### config.mk
export PLATFORM = sky130hd
export DESIGN_NAME = binary32_float_adder
export DESIGN_NICKNAME = d
export VERILOG_FILES = /design/src/hdl/fadd_pkg.sv /design/src/hdl/binary32_float_adder.sv /design/src/hdl/fadd_front.sv /design/src/hdl/fadd_queue.sv /design/src/hdl/fadd_back.sv
export SDC_FILE = /design/constraint.sdc
export NUM_CORES = 1
export LEC_CHECK = 0
export BUFFER_PORTS_ARGS = -buffer_cell sky130_fd_sc_hd__buf_2
export CAP_MARGIN = 20
export CORE_UTILIZATION = 40
export CTS_CLUSTER_DIAMETER = 40
export CTS_CLUSTER_SIZE = 20
export DETAILED_ROUTE_END_ITERATION = 8
export GPL_TIMING_DRIVEN = 0
export SYNTH_ARGS = -nofsm -noshare
export SYNTH_HDL_FRONTEND = slang
export SYNTH_SLANG_ARGS = --single-unit
### constraint.sdc
create_clock -name clk -period 8.5 [get_ports clk]
set_input_delay 0.85 -clock clk [delete_from_list [all_inputs] [get_ports clk]]
set_output_delay 0.85 -clock clk [all_outputs]
set_load 0.005 [all_outputs]
### src/hdl/fadd_pkg.sv
package fadd_pkg;

  localparam int QueueDepth = 2;

  localparam logic [31:0] CodeNan    = 32'h7F800001;
  localparam logic [31:0] CodeDenorm = 32'h00000001;
  localparam logic [31:0] CodePinf   = 32'h7F800000;
  localparam logic [31:0] CodeNinf   = 32'hFF800000;
  localparam logic [31:0] CodeNzero  = 32'h80000000;

  typedef enum logic [2:0] {
    ST_NORMAL    = 3'd0,
    ST_UNDERFLOW = 3'd1,
    ST_OVERFLOW  = 3'd2,
    ST_NAN       = 3'd3,
    ST_DENORM    = 3'd4
  } status_t;

  // Work handed from the front to the back. When special is set the result is
  // already known; otherwise the aligned operands are added.
  typedef struct packed {
    logic        special;
    logic [31:0] spec_bits;
    status_t     spec_status;
    logic        sa;
    logic        sb;
    logic [7:0]  ea;
    logic [26:0] ma;   // hidden bit, 23 fraction bits, 3 zero bits
    logic [26:0] mb;   // aligned smaller operand, sticky in bit 0
  } work_t;

  typedef struct packed {
    logic [31:0] bits;
    status_t     status;
  } result_t;

endpackage

### src/hdl/binary32_float_adder.sv
// Single-precision adder on stream channels, round to nearest even.
// Slave channel: s_axis_tdata holds operand_a in [31:0] and operand_b in
// [63:32]. Master channel: m_axis_tdata holds sum_bits in [31:0] and status
// in [34:32] (0 normal, 1 underflow, 2 overflow, 3 NaN, 4 denormal input).
// A transfer takes place when tvalid and tready are both high.
// The front stage classifies the operands and aligns the smaller mantissa;
// a two-entry queue feeds the back, which adds in one stage and normalizes,
// rounds and packs in the next, into the output register.
// One pair is accepted per cycle while the output is taken; the
// throughput is set by the output register, one result per cycle.
// When the receiver stalls, the back stages and queue fill and s_axis_tready
// drops once every stage holds an item; nothing is lost.
// The synchronous reset empties all stages and the queue.
module binary32_float_adder #(
  parameter int QueueDepth = fadd_pkg::QueueDepth
) (
  input  logic        clk,
  input  logic        rst,
  input  logic        s_axis_tvalid,
  output logic        s_axis_tready,
  input  logic [63:0] s_axis_tdata,   // operand_a, operand_b
  output logic        m_axis_tvalid,
  input  logic        m_axis_tready,
  output logic [39:0] m_axis_tdata    // sum_bits, status, zero fill
);
  import fadd_pkg::*;

  work_t   f_work, q_work;
  logic    f_valid, f_ready, q_valid, q_ready;
  result_t res;

  fadd_front u_front (
    .clk, .rst,
    .operand_a(s_axis_tdata[31:0]),
    .operand_b(s_axis_tdata[63:32]),
    .in_valid(s_axis_tvalid),
    .in_ready(s_axis_tready),
    .work(f_work), .work_valid(f_valid), .work_ready(f_ready)
  );

  fadd_queue #(.Depth(QueueDepth)) u_queue (
    .clk, .rst,
    .wr_data(f_work), .wr_valid(f_valid), .wr_ready(f_ready),
    .rd_data(q_work), .rd_valid(q_valid), .rd_ready(q_ready)
  );

  fadd_back u_back (
    .clk, .rst,
    .work(q_work), .work_valid(q_valid), .work_ready(q_ready),
    .res(res), .res_valid(m_axis_tvalid), .res_ready(m_axis_tready)
  );

  assign m_axis_tdata = {5'd0, res.status, res.bits};

endmodule

### src/hdl/fadd_front.sv
module fadd_front (
  input  logic               clk,
  input  logic               rst,
  input  logic [31:0]        operand_a,
  input  logic [31:0]        operand_b,
  input  logic               in_valid,
  output logic               in_ready,
  output fadd_pkg::work_t    work,
  output logic               work_valid,
  input  logic               work_ready
);
  import fadd_pkg::*;

  logic [7:0]  ea, eb;
  logic [22:0] fa, fb;
  logic za, zb, da, db, ia, ib, na, nb;
  logic swap;
  logic [7:0]  gap;
  logic [26:0] mbig, msml, shifted;
  logic        lost;
  work_t       w;

  always_comb begin
    ea = operand_a[30:23]; eb = operand_b[30:23];
    fa = operand_a[22:0];  fb = operand_b[22:0];
    za = (ea == 8'd0) && (fa == 23'd0);
    zb = (eb == 8'd0) && (fb == 23'd0);
    da = (ea == 8'd0) && (fa != 23'd0);
    db = (eb == 8'd0) && (fb != 23'd0);
    ia = (ea == 8'hFF) && (fa == 23'd0);
    ib = (eb == 8'hFF) && (fb == 23'd0);
    na = (ea == 8'hFF) && (fa != 23'd0);
    nb = (eb == 8'hFF) && (fb != 23'd0);

    swap = eb > ea;
    gap  = swap ? (eb - ea) : (ea - eb);
    mbig = swap ? {1'b1, fb, 3'b000} : {1'b1, fa, 3'b000};
    msml = swap ? {1'b1, fa, 3'b000} : {1'b1, fb, 3'b000};
    // Bits shifted past the guard positions only matter as a sticky bit.
    if (gap >= 8'd27) begin
      shifted = 27'd0;
      lost = 1'b1;
    end else begin
      shifted = msml >> gap[4:0];
      lost = (msml & ((27'd1 << gap[4:0]) - 27'd1)) != 27'd0;
    end

    w = '0;
    w.sa = swap ? operand_b[31] : operand_a[31];
    w.sb = swap ? operand_a[31] : operand_b[31];
    w.ea = swap ? eb : ea;
    w.ma = mbig;
    w.mb = shifted | {26'd0, lost};
    w.special = 1'b1;
    w.spec_status = ST_NORMAL;
    if (za || zb) begin
      if (za && zb) w.spec_bits = (operand_a[31] && operand_b[31]) ? CodeNzero : 32'd0;
      else if (da || db) begin
        w.spec_bits = CodeDenorm; w.spec_status = ST_DENORM;
      end else if (na || nb) begin
        w.spec_bits = CodeNan; w.spec_status = ST_NAN;
      end else w.spec_bits = za ? operand_b : operand_a;
    end else if (da || db) begin
      if (ia) w.spec_bits = operand_a;
      else if (ib) w.spec_bits = operand_b;
      else if (na || nb) begin
        w.spec_bits = CodeNan; w.spec_status = ST_NAN;
      end else begin
        w.spec_bits = CodeDenorm; w.spec_status = ST_DENORM;
      end
    end else if (ia || ib) begin
      if (na || nb || (ia && ib && (operand_a[31] != operand_b[31]))) begin
        w.spec_bits = CodeNan; w.spec_status = ST_NAN;
      end else w.spec_bits = ia ? operand_a : operand_b;
    end else if (na || nb) begin
      w.spec_bits = CodeNan; w.spec_status = ST_NAN;
    end else begin
      w.special = 1'b0;
      w.spec_bits = 32'd0;
    end
  end

  assign in_ready = !work_valid || work_ready;

  always_ff @(posedge clk) begin
    if (rst) begin
      work_valid <= 1'b0;
    end else if (in_ready) begin
      work_valid <= in_valid;
    end
    if (in_ready && in_valid) begin
      work <= w;
    end
  end

endmodule

### src/hdl/fadd_queue.sv
module fadd_queue #(
  parameter int Depth = fadd_pkg::QueueDepth
) (
  input  logic            clk,
  input  logic            rst,
  input  fadd_pkg::work_t wr_data,
  input  logic            wr_valid,
  output logic            wr_ready,
  output fadd_pkg::work_t rd_data,
  output logic            rd_valid,
  input  logic            rd_ready
);
  import fadd_pkg::*;

  localparam int AddrW = (Depth > 1) ? $clog2(Depth) : 1;
  localparam int CntW  = $clog2(Depth + 1);

  work_t            mem [Depth];
  logic [AddrW-1:0] wptr, rptr;
  logic [CntW-1:0]  count;
  logic             push, pop;

  assign wr_ready = count != CntW'(Depth);
  assign rd_valid = count != '0;
  assign rd_data  = mem[rptr];
  assign push = wr_valid && wr_ready;
  assign pop  = rd_valid && rd_ready;

  always_ff @(posedge clk) begin
    if (rst) begin
      wptr <= '0;
      rptr <= '0;
      count <= '0;
    end else begin
      if (push) wptr <= (wptr == AddrW'(Depth - 1)) ? '0 : wptr + 1'b1;
      if (pop)  rptr <= (rptr == AddrW'(Depth - 1)) ? '0 : rptr + 1'b1;
      count <= count + CntW'(push) - CntW'(pop);
    end
    if (push) mem[wptr] <= wr_data;
  end

endmodule

### src/hdl/fadd_back.sv
module fadd_back (
  input  logic              clk,
  input  logic              rst,
  input  fadd_pkg::work_t   work,
  input  logic              work_valid,
  output logic              work_ready,
  output fadd_pkg::result_t res,
  output logic              res_valid,
  input  logic              res_ready
);
  import fadd_pkg::*;

  // Stage 1: add or subtract the aligned magnitudes.
  logic        s1_valid, s1_special, s1_sign;
  logic [31:0] s1_bits;
  status_t     s1_status;
  logic [7:0]  s1_exp;
  logic [27:0] s1_sum;
  logic        s1_adv, s2_adv;

  logic [27:0] sum_c;
  logic        sign_c;

  always_comb begin
    if (work.sa == work.sb) begin
      sum_c = {1'b0, work.ma} + {1'b0, work.mb};
      sign_c = work.sa;
    end else if (work.ma >= work.mb) begin
      sum_c = {1'b0, work.ma - work.mb};
      sign_c = work.sa;
    end else begin
      sum_c = {1'b0, work.mb - work.ma};
      sign_c = work.sb;
    end
  end

  assign s2_adv = !res_valid || res_ready;
  assign s1_adv = !s1_valid || s2_adv;
  assign work_ready = s1_adv;

  always_ff @(posedge clk) begin
    if (rst) s1_valid <= 1'b0;
    else if (s1_adv) s1_valid <= work_valid;
    if (s1_adv && work_valid) begin
      s1_special <= work.special;
      s1_bits    <= work.spec_bits;
      s1_status  <= work.spec_status;
      s1_sign    <= sign_c;
      s1_exp     <= work.ea;
      s1_sum     <= sum_c;
    end
  end

  // Stage 2: normalize, round and pack.
  logic [4:0]  lz;
  logic        found;
  logic [27:0] norm;
  logic [9:0]  e;
  logic [24:0] mant;
  logic        guard, sticky;
  result_t     r;

  always_comb begin
    lz = 5'd0;
    found = 1'b0;
    for (int i = 26; i >= 0; i--) begin
      if (!found && s1_sum[i]) begin
        found = 1'b1;
        lz = 5'(26 - i);
      end
    end
    if (s1_sum[27]) begin
      norm = {1'b0, s1_sum[27:2], s1_sum[1] | s1_sum[0]};
      e = {2'b00, s1_exp} + 10'd1;
    end else begin
      norm = s1_sum << lz;
      e = {2'b00, s1_exp} - {5'd0, lz};
    end
    mant   = {1'b0, norm[26:3]};
    guard  = norm[2];
    sticky = norm[1] | norm[0];
    if (guard && (sticky || mant[0])) mant = mant + 25'd1;

    r.bits = 32'd0;
    r.status = ST_NORMAL;
    if (s1_special) begin
      r.bits = s1_bits;
      r.status = s1_status;
    end else if (s1_sum == 28'd0) begin
      r.bits = 32'd0;
    end else if (e[9] || e == 10'd0) begin
      r.status = ST_UNDERFLOW;
    end else if (e >= 10'd255 || (mant[24] && e == 10'd254)) begin
      r.bits = s1_sign ? CodeNinf : CodePinf;
      r.status = ST_OVERFLOW;
    end else if (mant[24]) begin
      r.bits = {s1_sign, 8'(e + 10'd1), mant[23:1]};
    end else begin
      r.bits = {s1_sign, e[7:0], mant[22:0]};
    end
  end

  always_ff @(posedge clk) begin
    if (rst) res_valid <= 1'b0;
    else if (s2_adv) res_valid <= s1_valid;
    if (s2_adv && s1_valid) res <= r;
  end

endmodule

* Yosys cells after proc, flatten, opt, wreduce, memory -nomap -nowiden
Memories as Yosys holds them, arrays and structs flattened. A register that Yosys moved wholly into a read port is not among the register bits.
Index checks and enable logic that the tools add are counted.
** Storage, ports and cells
- Flip-flop bits (word level) :: 215
- RAM bits :: 200
- Bits of input ports :: 68
- Word-level logic and storage cells :: 251
- Memories :: 1
** Memories
- u_queue.mem :: words 2, width 100, read ports 1, clocked after Yosys merged registers in 1, write ports 1, RTL line fadd_queue.sv:18 : work_t mem [Depth];
** Cells by class
- $add $sub $neg :: 14
- $lt $le $gt $ge :: 4
- Equality and inequality tests :: 6
- Shift operators :: 3
- Muxes and demuxes :: 102
- Bitwise gates (word level) :: 4
- Reduce and logical (&&, ||, !) cells :: 95
** Operator list (number)
- $mux W32 :: 12
- $mux W35 :: 5
- $mux W27 :: 3
- $mux W31 :: 2
- $mux W5 :: 11
- $sub A27 B27 Y27 :: 2
- $mux W26 :: 2
- $logic_not A23 Y1 :: 2
- $reduce_bool A23 Y1 :: 2
- $logic_and A1 B1 Y1 :: 44
- $mux W1 :: 39
- $mux W34 :: 1
- $mux W4 :: 8
- $logic_not A1 Y1 :: 29
- $add A27 B27 Y28 :: 1
- $logic_not A28 Y1 :: 1
- $mux W28 :: 1
- $shl A28 B5 Y27 :: 1
- $and A27 B27 Y27 :: 1
- $ge A27 B27 Y1 :: 1
- $mux W3 :: 9
- $or A27 B1 Y27 :: 1
- $reduce_bool A27 Y1 :: 1
- $shl A1 B5 Y27 const A :: 1
- other kinds (28) :: 48

* Logic depth before layout (Yosys ltp)
Gate-level depths: netlist of run 1.
- Word-level depth :: 91
- Depth in mapped cells :: 25

* By module
A second synthesis of run 1 with hierarchy kept.
** Unflattened totals
- Cells, all modules :: 2535
- Area, all modules :: 26242.7 um^2
** By module, submodules not included
- fadd_back :: times used 1, cells an instance 1390, area an instance 11527.3 um^2, sequential area each 3283.1 um^2
- fadd_queue :: times used 1, cells an instance 340, area an instance 7469.7 um^2, sequential area each 6105.9 um^2
- fadd_front :: times used 1, cells an instance 799, area an instance 7204.4 um^2, sequential area each 2872.8 um^2
- binary32_float_adder :: times used 1, cells an instance 6, area an instance 41.3 um^2, sequential area each 0.0 um^2

* Worst setup path after synthesis of run 1
No wires, ideal clock.
- Kind :: input-to-reg
- Start :: input s_axis_tvalid
- End :: register u_front.work[0] (netlist bit) (enable)
- Setup time :: 0.605 ns
- Arrival time :: 5.647 ns
- Data required time :: 7.895 ns
- Path slack :: 2.247 ns
- Stages on the path :: 2
- Buffers on the path :: 0
- Path through :: inv_1 -> a31oi_1
** Between the ends
- Cells in the longest elaborated chain, start to end :: 1
** RTL lines
- from (decl) :: RTL line binary32_float_adder.sv:19 : input logic s_axis_tvalid,
- $logic_and A1 B1 Y1 :: RTL line fadd_front.sv:91 : if (in_ready && in_valid) begin
- to (signal assigned) :: RTL line fadd_front.sv:92 : work <= w;
- to (decl) :: RTL line fadd_front.sv:8 : output fadd_pkg::work_t work,
Every way passes these cells.
A chain may end at the register's enable or synchronous reset.

==> results of run 1 <==
[sequential cells by signal (all words and copies together), names as in the netlist, named ones only]
| name | flops |
|---|---|
| u_back.s1_valid | 1 |
| u_back.s1_sum | 28 |
| u_front.work_valid | 1 |
| u_back.res | 35 |
| u_front.work | 95 |
| u_back.s1_special | 1 |
| u_queue.wptr | 1 |
| u_back.s1_exp | 8 |
| u_back.s1_sign | 1 |
| u_queue.rptr | 1 |
| u_back.res_valid | 1 |
| u_back.s1_bits | 32 |
| u_back.s1_status | 2 |
| u_queue.mem | 190 |
| u_queue.count | 2 |
[power by group]
group          total [mW]  internal, mW  switching [mW]  leakage [nW]
clock network        2.27          1.31           0.954         0.892
registers            2.99          2.74           0.249          3.80
logic                5.79          1.97            3.82          5.93
total                11.0          6.01            5.02          10.6
[layout make-up]
class,instances,area (um^2),area share [%]
Timing Repair Buffer,114,751,2.64
Clock inverter,44,569,2.00
Buffer,135,614,2.16
Multi-Input combinational cell,1663,11800,41.5
Inverter,130,488,1.72
Clock buffer,54,1310,4.60
Sequential cell,400,11900,42.0
Tap cell,782,978,3.44
[path summary, 6_finish.rpt]
kind                            depth (start not counted)                      endpoint  slack [ns]
worst max register to register                         19   u_back.s1_sum[13]$_DFFE_PP_        1.13
worst max-delay path                                   19   u_back.s1_sum[13]$_DFFE_PP_        1.13
worst min register to register                          0  u_queue.mem[0][87]$_DFFE_PP_        0.44
worst min-delay path                                    0  u_queue.mem[0][87]$_DFFE_PP_        0.44
[layer usage]
layer  GRT usage, %  routed length (um)  vias up
met5              0                   0        -
met3           3.52                5200      163
met1           34.4               35000     9712
met4           10.4                3210        0
met2           44.1               40000      864
li1               -                   -     9124
[per-stage QoR]
stage / cells / power, mW
after global routing: 3322 / 11.6
final: 3322 / 11.0
after CTS: 3322 / 11.0
after floorplan: 2328 / 6.74
after detailed placement: 3224 / 8.67
after global placement: 3213 / 8.69
[logic make-up (layout without fill, tap and decap cells)]
family | after synthesis | count (layout)
AO/OA/AOI/OAI | 590 | 590
XOR/XNOR | 65 | 65
adder cells (fa/ha/maj) | 103 | 103
buffers and inverters | 265 | 477
flip-flops | 400 | 400
multiplexers | 239 | 239
other | 1 | 5
AND/OR/NAND/NOR | 661 | 661
[critical path, stage by stage, from the launching register on]
cell      delay [ns]
dfxtp_1         0.36
clkbuf_1        0.55
clkbuf_1        0.58
clkbuf_1        0.67
mux2i_1         0.38
inv_1           0.11
ha_1            0.28
clkbuf_1        0.20
o21a_1          0.24
o21ai_0         0.16
a31oi_1         0.09
a311o_1         0.42
o311a_1         0.34
o21ai_0         0.41
a31oi_1         0.25
o21ai_1         0.81
clkbuf_1        0.60
mux2i_1         0.28
o21ai_0         0.12
xor2_1          0.21
[layout by cell type (no fill, tap or decap), types with 12 or more instances in the layout]
master and count:
nor3_1 66, nand2_1 189, nor4_1 25, o31ai_1 12, a22o_1 16, o211ai_1 25
mux2_2 80, o21bai_1 12, o21ai_0 111, edfxtp_1 392, and2_1 19, xnor2_1 35
and3_1 14, a21o_1 26, a21oi_1 165, nand4_1 32, buf_4 13, clkbuf_16 52
xor2_1 30, clkbuf_1 101, a31oi_1 25, or4_1 12, nand3_1 49, buf_2 114
nor2_1 153, nor2b_1 27, ha_1 98, nand2b_1 18, mux2i_1 156, a211oi_1 41
inv_1 126, inv_6 13
==> out/metrics.yaml, run 1 <==
cts_resized: 0
ys_top_cells_by_area: "edfxtp_1, mux2i_1, ha_1, mux2_2, a21oi_1"
maxSlewHeadroom_pct: 26.6
synth_edf_count: 392
timing.final.ws_setup_ns: 1.13
synth_area_mm2: 0.0248
drtPass1Iterations: 5
syn_inst: 2324
n_antenna_cell: 0
gp_congestion: 0.969
worst_pin_slew_ns: 1.10
yosys_warnings: 0
synth.top_cells.by_count: "edfxtp_1, nand2_1, a21oi_1"
synth.area.mux_share_pct: 10.1
grt_pass1_vias: 19464
cp-end-kind: "flop"
hpwlAfterDp_um: 64500
synth_most_common_cell: "edfxtp_1"
synth_top_cell_by_area: "edfxtp_1"
cts_tree: "done"
ant_nets: 0
clkSlewWorstSetupHoldPaths_ns: 0.06
io_pins: 110
cts_root_buf: "clkbuf_16"
synth_top_area_share_pct: 47.5
period_share_pct: 86.7
cts_hold_buf: 0
yosys_register_bits: 400
clkLatencyLatePin_ns: 0.62
power_leakage_nw: 10.6
fin_crit_ns: 7.37
status: "completed"
vias: 19863
htreeDepth: 2
finalHoldViolations: 0
drive_gt1_share_pct: 15.0
grt_use_total_pct: 26.3
p_per_area_mw_per_mm2: 388
finalMaxSlewViolations: 0
n_fill_cell: 5619
drt_iter0_markers: 1848
holdWs_ns: 0.438
synth_compound_area_share_pct: 16.1
io_buffers: 103
cts_buffers: 52
synth_fa_ha_area_share_pct: 5.36
post_cts_buffers: 0
fmax_ghz: 0.136
grt_pass1_wl_um: 124000
syn_avg_cell_area_um2: 10.7
synth_xor_area_share_pct: 2.30
synth_top_family_by_area: "compound AO/OA/AOI/OAI gates"
grt_max_degree: 65
wire_per_inst_um: 25.1
crit_type: "reg2reg"
die_w_um: 251
cp_data_required_time_ns: 8.79
clk_path_buf_depth: 3
synth_cell_types: 104
synthToLayoutAreaGrowth_pct: 14.8
start_util_pct: 40.7
worst_clock_skew_ns: 0.0544
synthFlopType: "edfxtp_1"
ys_seq_area_share_pct: 48.2
die_h_um: 251
via_per_inst: 5.98
grt_setup_unrepaired: "false"
min_path_type: "reg2reg"
setup_viol: 0
min_from: "u_front.work[88]$_DFFE_PP_"
synth-async-reset-ratio_pct: 0
die-area_mm2: 0.0629
synth-simple-area-share_pct: 13.5
tns_ns: 0
core-area_mm2: 0.0608
cp-start-kind: "flop"
finish.utilization_pct: 46.8
path_max_fanout: 10
vdd_drop_max_mv: 0.179
cts.sinks: 400
gr-total-overflow: 0
dpl_cell_area_mm2: 0.0266
arrival_ns: 7.65
drcViolationCount: 0
drt-total-wl_um: 83300
antenna_found_initial: 1
finalInstanceArea_mm2: 0.0284
fp-row-count: 90
maxCapViolCount: 0
pre_cts_ws_ns: 1.22
fin_nets: 2667
Power figures use the tool's default switching activity.
==> run 2: changes to the inputs <==
--- a/config.mk
+++ b/config.mk
@@ -5,13 +5,15 @@
 export SDC_FILE = /design/constraint.sdc
 export NUM_CORES = 1
 export LEC_CHECK = 0
-export BUFFER_PORTS_ARGS = -buffer_cell sky130_fd_sc_hd__buf_2
 export CAP_MARGIN = 20
+export CELL_PAD_IN_SITES_DETAIL_PLACEMENT = 1
+export CELL_PAD_IN_SITES_GLOBAL_PLACEMENT = 1
 export CORE_UTILIZATION = 40
-export CTS_CLUSTER_DIAMETER = 40
 export CTS_CLUSTER_SIZE = 20
 export DETAILED_ROUTE_END_ITERATION = 8
+export DONT_BUFFER_PORTS = 1
 export GPL_TIMING_DRIVEN = 0
+export PLACE_DENSITY_LB_ADDON = 0.1
 export SYNTH_ARGS = -nofsm -noshare
 export SYNTH_HDL_FRONTEND = slang
 export SYNTH_SLANG_ARGS = --single-unit
==> run 2 against run 1 <==
  * Sequential power about the same
  * Clock skew decreased by 0.024 ns
  * Sequential share of layout area increased by 1.4 points
==> out/metrics.yaml, run 2 (synthesized netlist as in run 1, its figures left out) <==
p_per_area_mw_per_mm2: 391
p_int_mw: 5.78
fp-row-count: 90
p_sw_share_pct: 46.2
n_antenna_cell: 0
grt_use_total_pct: 28.7
synthToLayoutAreaGrowth_pct: 11.0
grt_max_degree: 62
fmax_ghz: 0.134
rr_worst_depth: 17
hpwlAfterDp_um: 71000
drt-total-wl_um: 90800
clkPwrFrac_pct: 17.5
vias: 19521
clk_path_buf_depth: 3
die_w_um: 251
io_buffers: 0
cts_root_buf: "clkbuf_16"
fin_crit_ns: 7.46
drt_iter0_markers: 1368
dpl_cell_area_mm2: 0.0261
wire_per_inst_um: 28.4
maxCapViolCount: 0
grt_setup_unrepaired: "false"
drive_gt1_share_pct: 10.1
io_pins: 110
seq_power_share_pct: 28.1
timing.final.ws_setup_ns: 1.04
arrival_ns: 7.76
comb_power_share_pct: 54.4
finalInstanceArea_mm2: 0.0275
reg.largest.list: "u_queue.mem: 190 flops, u_front.work: 95 flops, u_back.res: 35 flops"
min_path_type: "reg2reg"
maxSlewHeadroom_pct: 26.5
crit_type: "reg2reg"
cts_buffers: 44
drcViolationCount: 0
cp_data_required_time_ns: 8.80
clkSlewWorstSetupHoldPaths_ns: 0.06
top_register: "u_queue.mem"
cts_hold_buf: 0
via_per_inst: 6.10
gr-total-overflow: 0
clkLatencyLatePin_ns: 0.57
drtPass1Iterations: 6
grt_pass1_vias: 20246
status: "completed"
fin_nets: 2558
htreeDepth: 2
start_util_pct: 40.7
worst_clock_skew_ns: 0.0300
die-area_mm2: 0.0629
finalMaxSlewViolations: 0
grt_pass1_wl_um: 133000
finalHoldViolations: 0
min_path_cells: 0
cts_resized: 0
worst_pin_slew_ns: 1.10
post_cts_buffers: 0
setup_viol: 0
path_max_fanout: 10
final_cell_mix: "edfxtp_1, nand2_1, a21oi_1"
antenna_found_initial: 1
period_share_pct: 87.7
hold_end: "u_queue.mem[0][81]$_DFFE_PP_"
core-area_mm2: 0.0608
netSwitchingPower_mw: 4.97
die_h_um: 251
n_fill_cell: 6625
power_leakage_nw: 10.0
cts_tree: "done"
pre_cts_ws_ns: 0.960
vdd_drop_max_mv: 0.176
cts.sinks: 400
largest_reg_flops: 190
cp-start-kind: "flop"
final_common_cell: "edfxtp_1"
r2r_end: "u_back.s1_sum[11]$_DFFE_PP_"
r2r_slack_ns: 1.04
gp_congestion: 0.955
min_from: "u_front.work[82]$_DFFE_PP_"
cp-end-kind: "flop"
ant_nets: 0
==> run 2: cell types whose count changed in the layout (fill, tap and decap cells not counted), sizes merged <==
cell      delta
clkinvlp     -5
buf        -102
bufinv       +1
inv         -16
clkinv       +2
clkbuf       -1
==> run 2: worst max-delay path, cell delays in order (launching register included) <==
cell and delay, ns:
dfxtp_1 0.46, clkbuf_1 0.44, clkbuf_1 0.64, clkbuf_1 0.78
mux2i_1 0.59, ha_1 0.43, o2111ai_1 0.22, a31oi_1 0.21
a311o_1 0.43, o311a_1 0.34, o21ai_0 0.31, a31oi_1 0.21
o21ai_1 0.77, clkbuf_1 0.54, nand2_1 0.11, o211ai_1 0.13
o21ai_0 0.15, xnor2_1 0.42
==> run 2: cell type report <==
cell class                 instances  area (um^2)  area share, %
sequential                       400        11900           43.4
buffer                           135          614           2.24
clock buffer                      52         1130           4.12
timing repair buffer              13          265          0.965
multi-input combinational       1663        11800           42.9
inverter                         130          488           1.78
clock inverter                    26          290           1.06
tap                              782          978           3.56
==> run 2: power groups by stage <==
| stage | Clock (mW) | Combinational (mW) | Sequential, mW |
|---|---|---|---|
| after detailed placement | 0 | 5.74 | 3.06 |
| after global routing | 1.98 | 6.27 | 3.05 |
| after floorplan | 0 | 3.80 | 2.94 |
| final | 1.88 | 5.85 | 3.02 |
| after CTS | 1.93 | 5.77 | 3.02 |
| after global placement | 0 | 5.63 | 3.11 |
==> run 2: per-stage QoR <==
step	hold slack (ns)	instances	total power [mW]	setup TNS, ns	util [%]
floorplan	0.421	2328	6.74	0	-
global placement	0.423	3110	8.74	-87.73	42.3
detailed placement	0.430	3122	8.80	0	42.8
CTS	0.430	3200	10.7	0	45.2
global route	0.442	3201	11.3	0	45.2
finish	0.431	3201	10.7	0	45.2
==> run 2: worst max-delay path by stage <==
stage	startpoint	end	slack, ns	cells past startpoint
3_3_place_gp	u_queue.count[0]$_SDFF_PP0_	u_front.work[92]$_DFFE_PP_	-0.94	2
3_5_place_dp	flop	u_back.s1_sum[11]$_DFFE_PP_	0.96	17
6_report	flop	u_back.s1_sum[11]$_DFFE_PP_	1.04	17
4_1_cts	flop	u_back.s1_sum[11]$_DFFE_PP_	0.93	17
2_1_floorplan	s_axis_tvalid	u_front.work[0]$_DFFE_PP_	2.25	2
5_1_grt	flop	u_back.s1_sum[13]$_DFFE_PP_	0.62	16
==> run 2: metal layers <==
| metal | vias to the layer above | track usage, % | wire [um] |
|---|---|---|---|
| li1 | 8869 | - | - |
| met1 | 9837 | 37.1 | 39200 |
| met2 | 635 | 48.1 | 43300 |
| met3 | 180 | 3.96 | 4280 |
| met4 | 0 | 12.0 | 3920 |
| met5 | - | 0 | 0 |
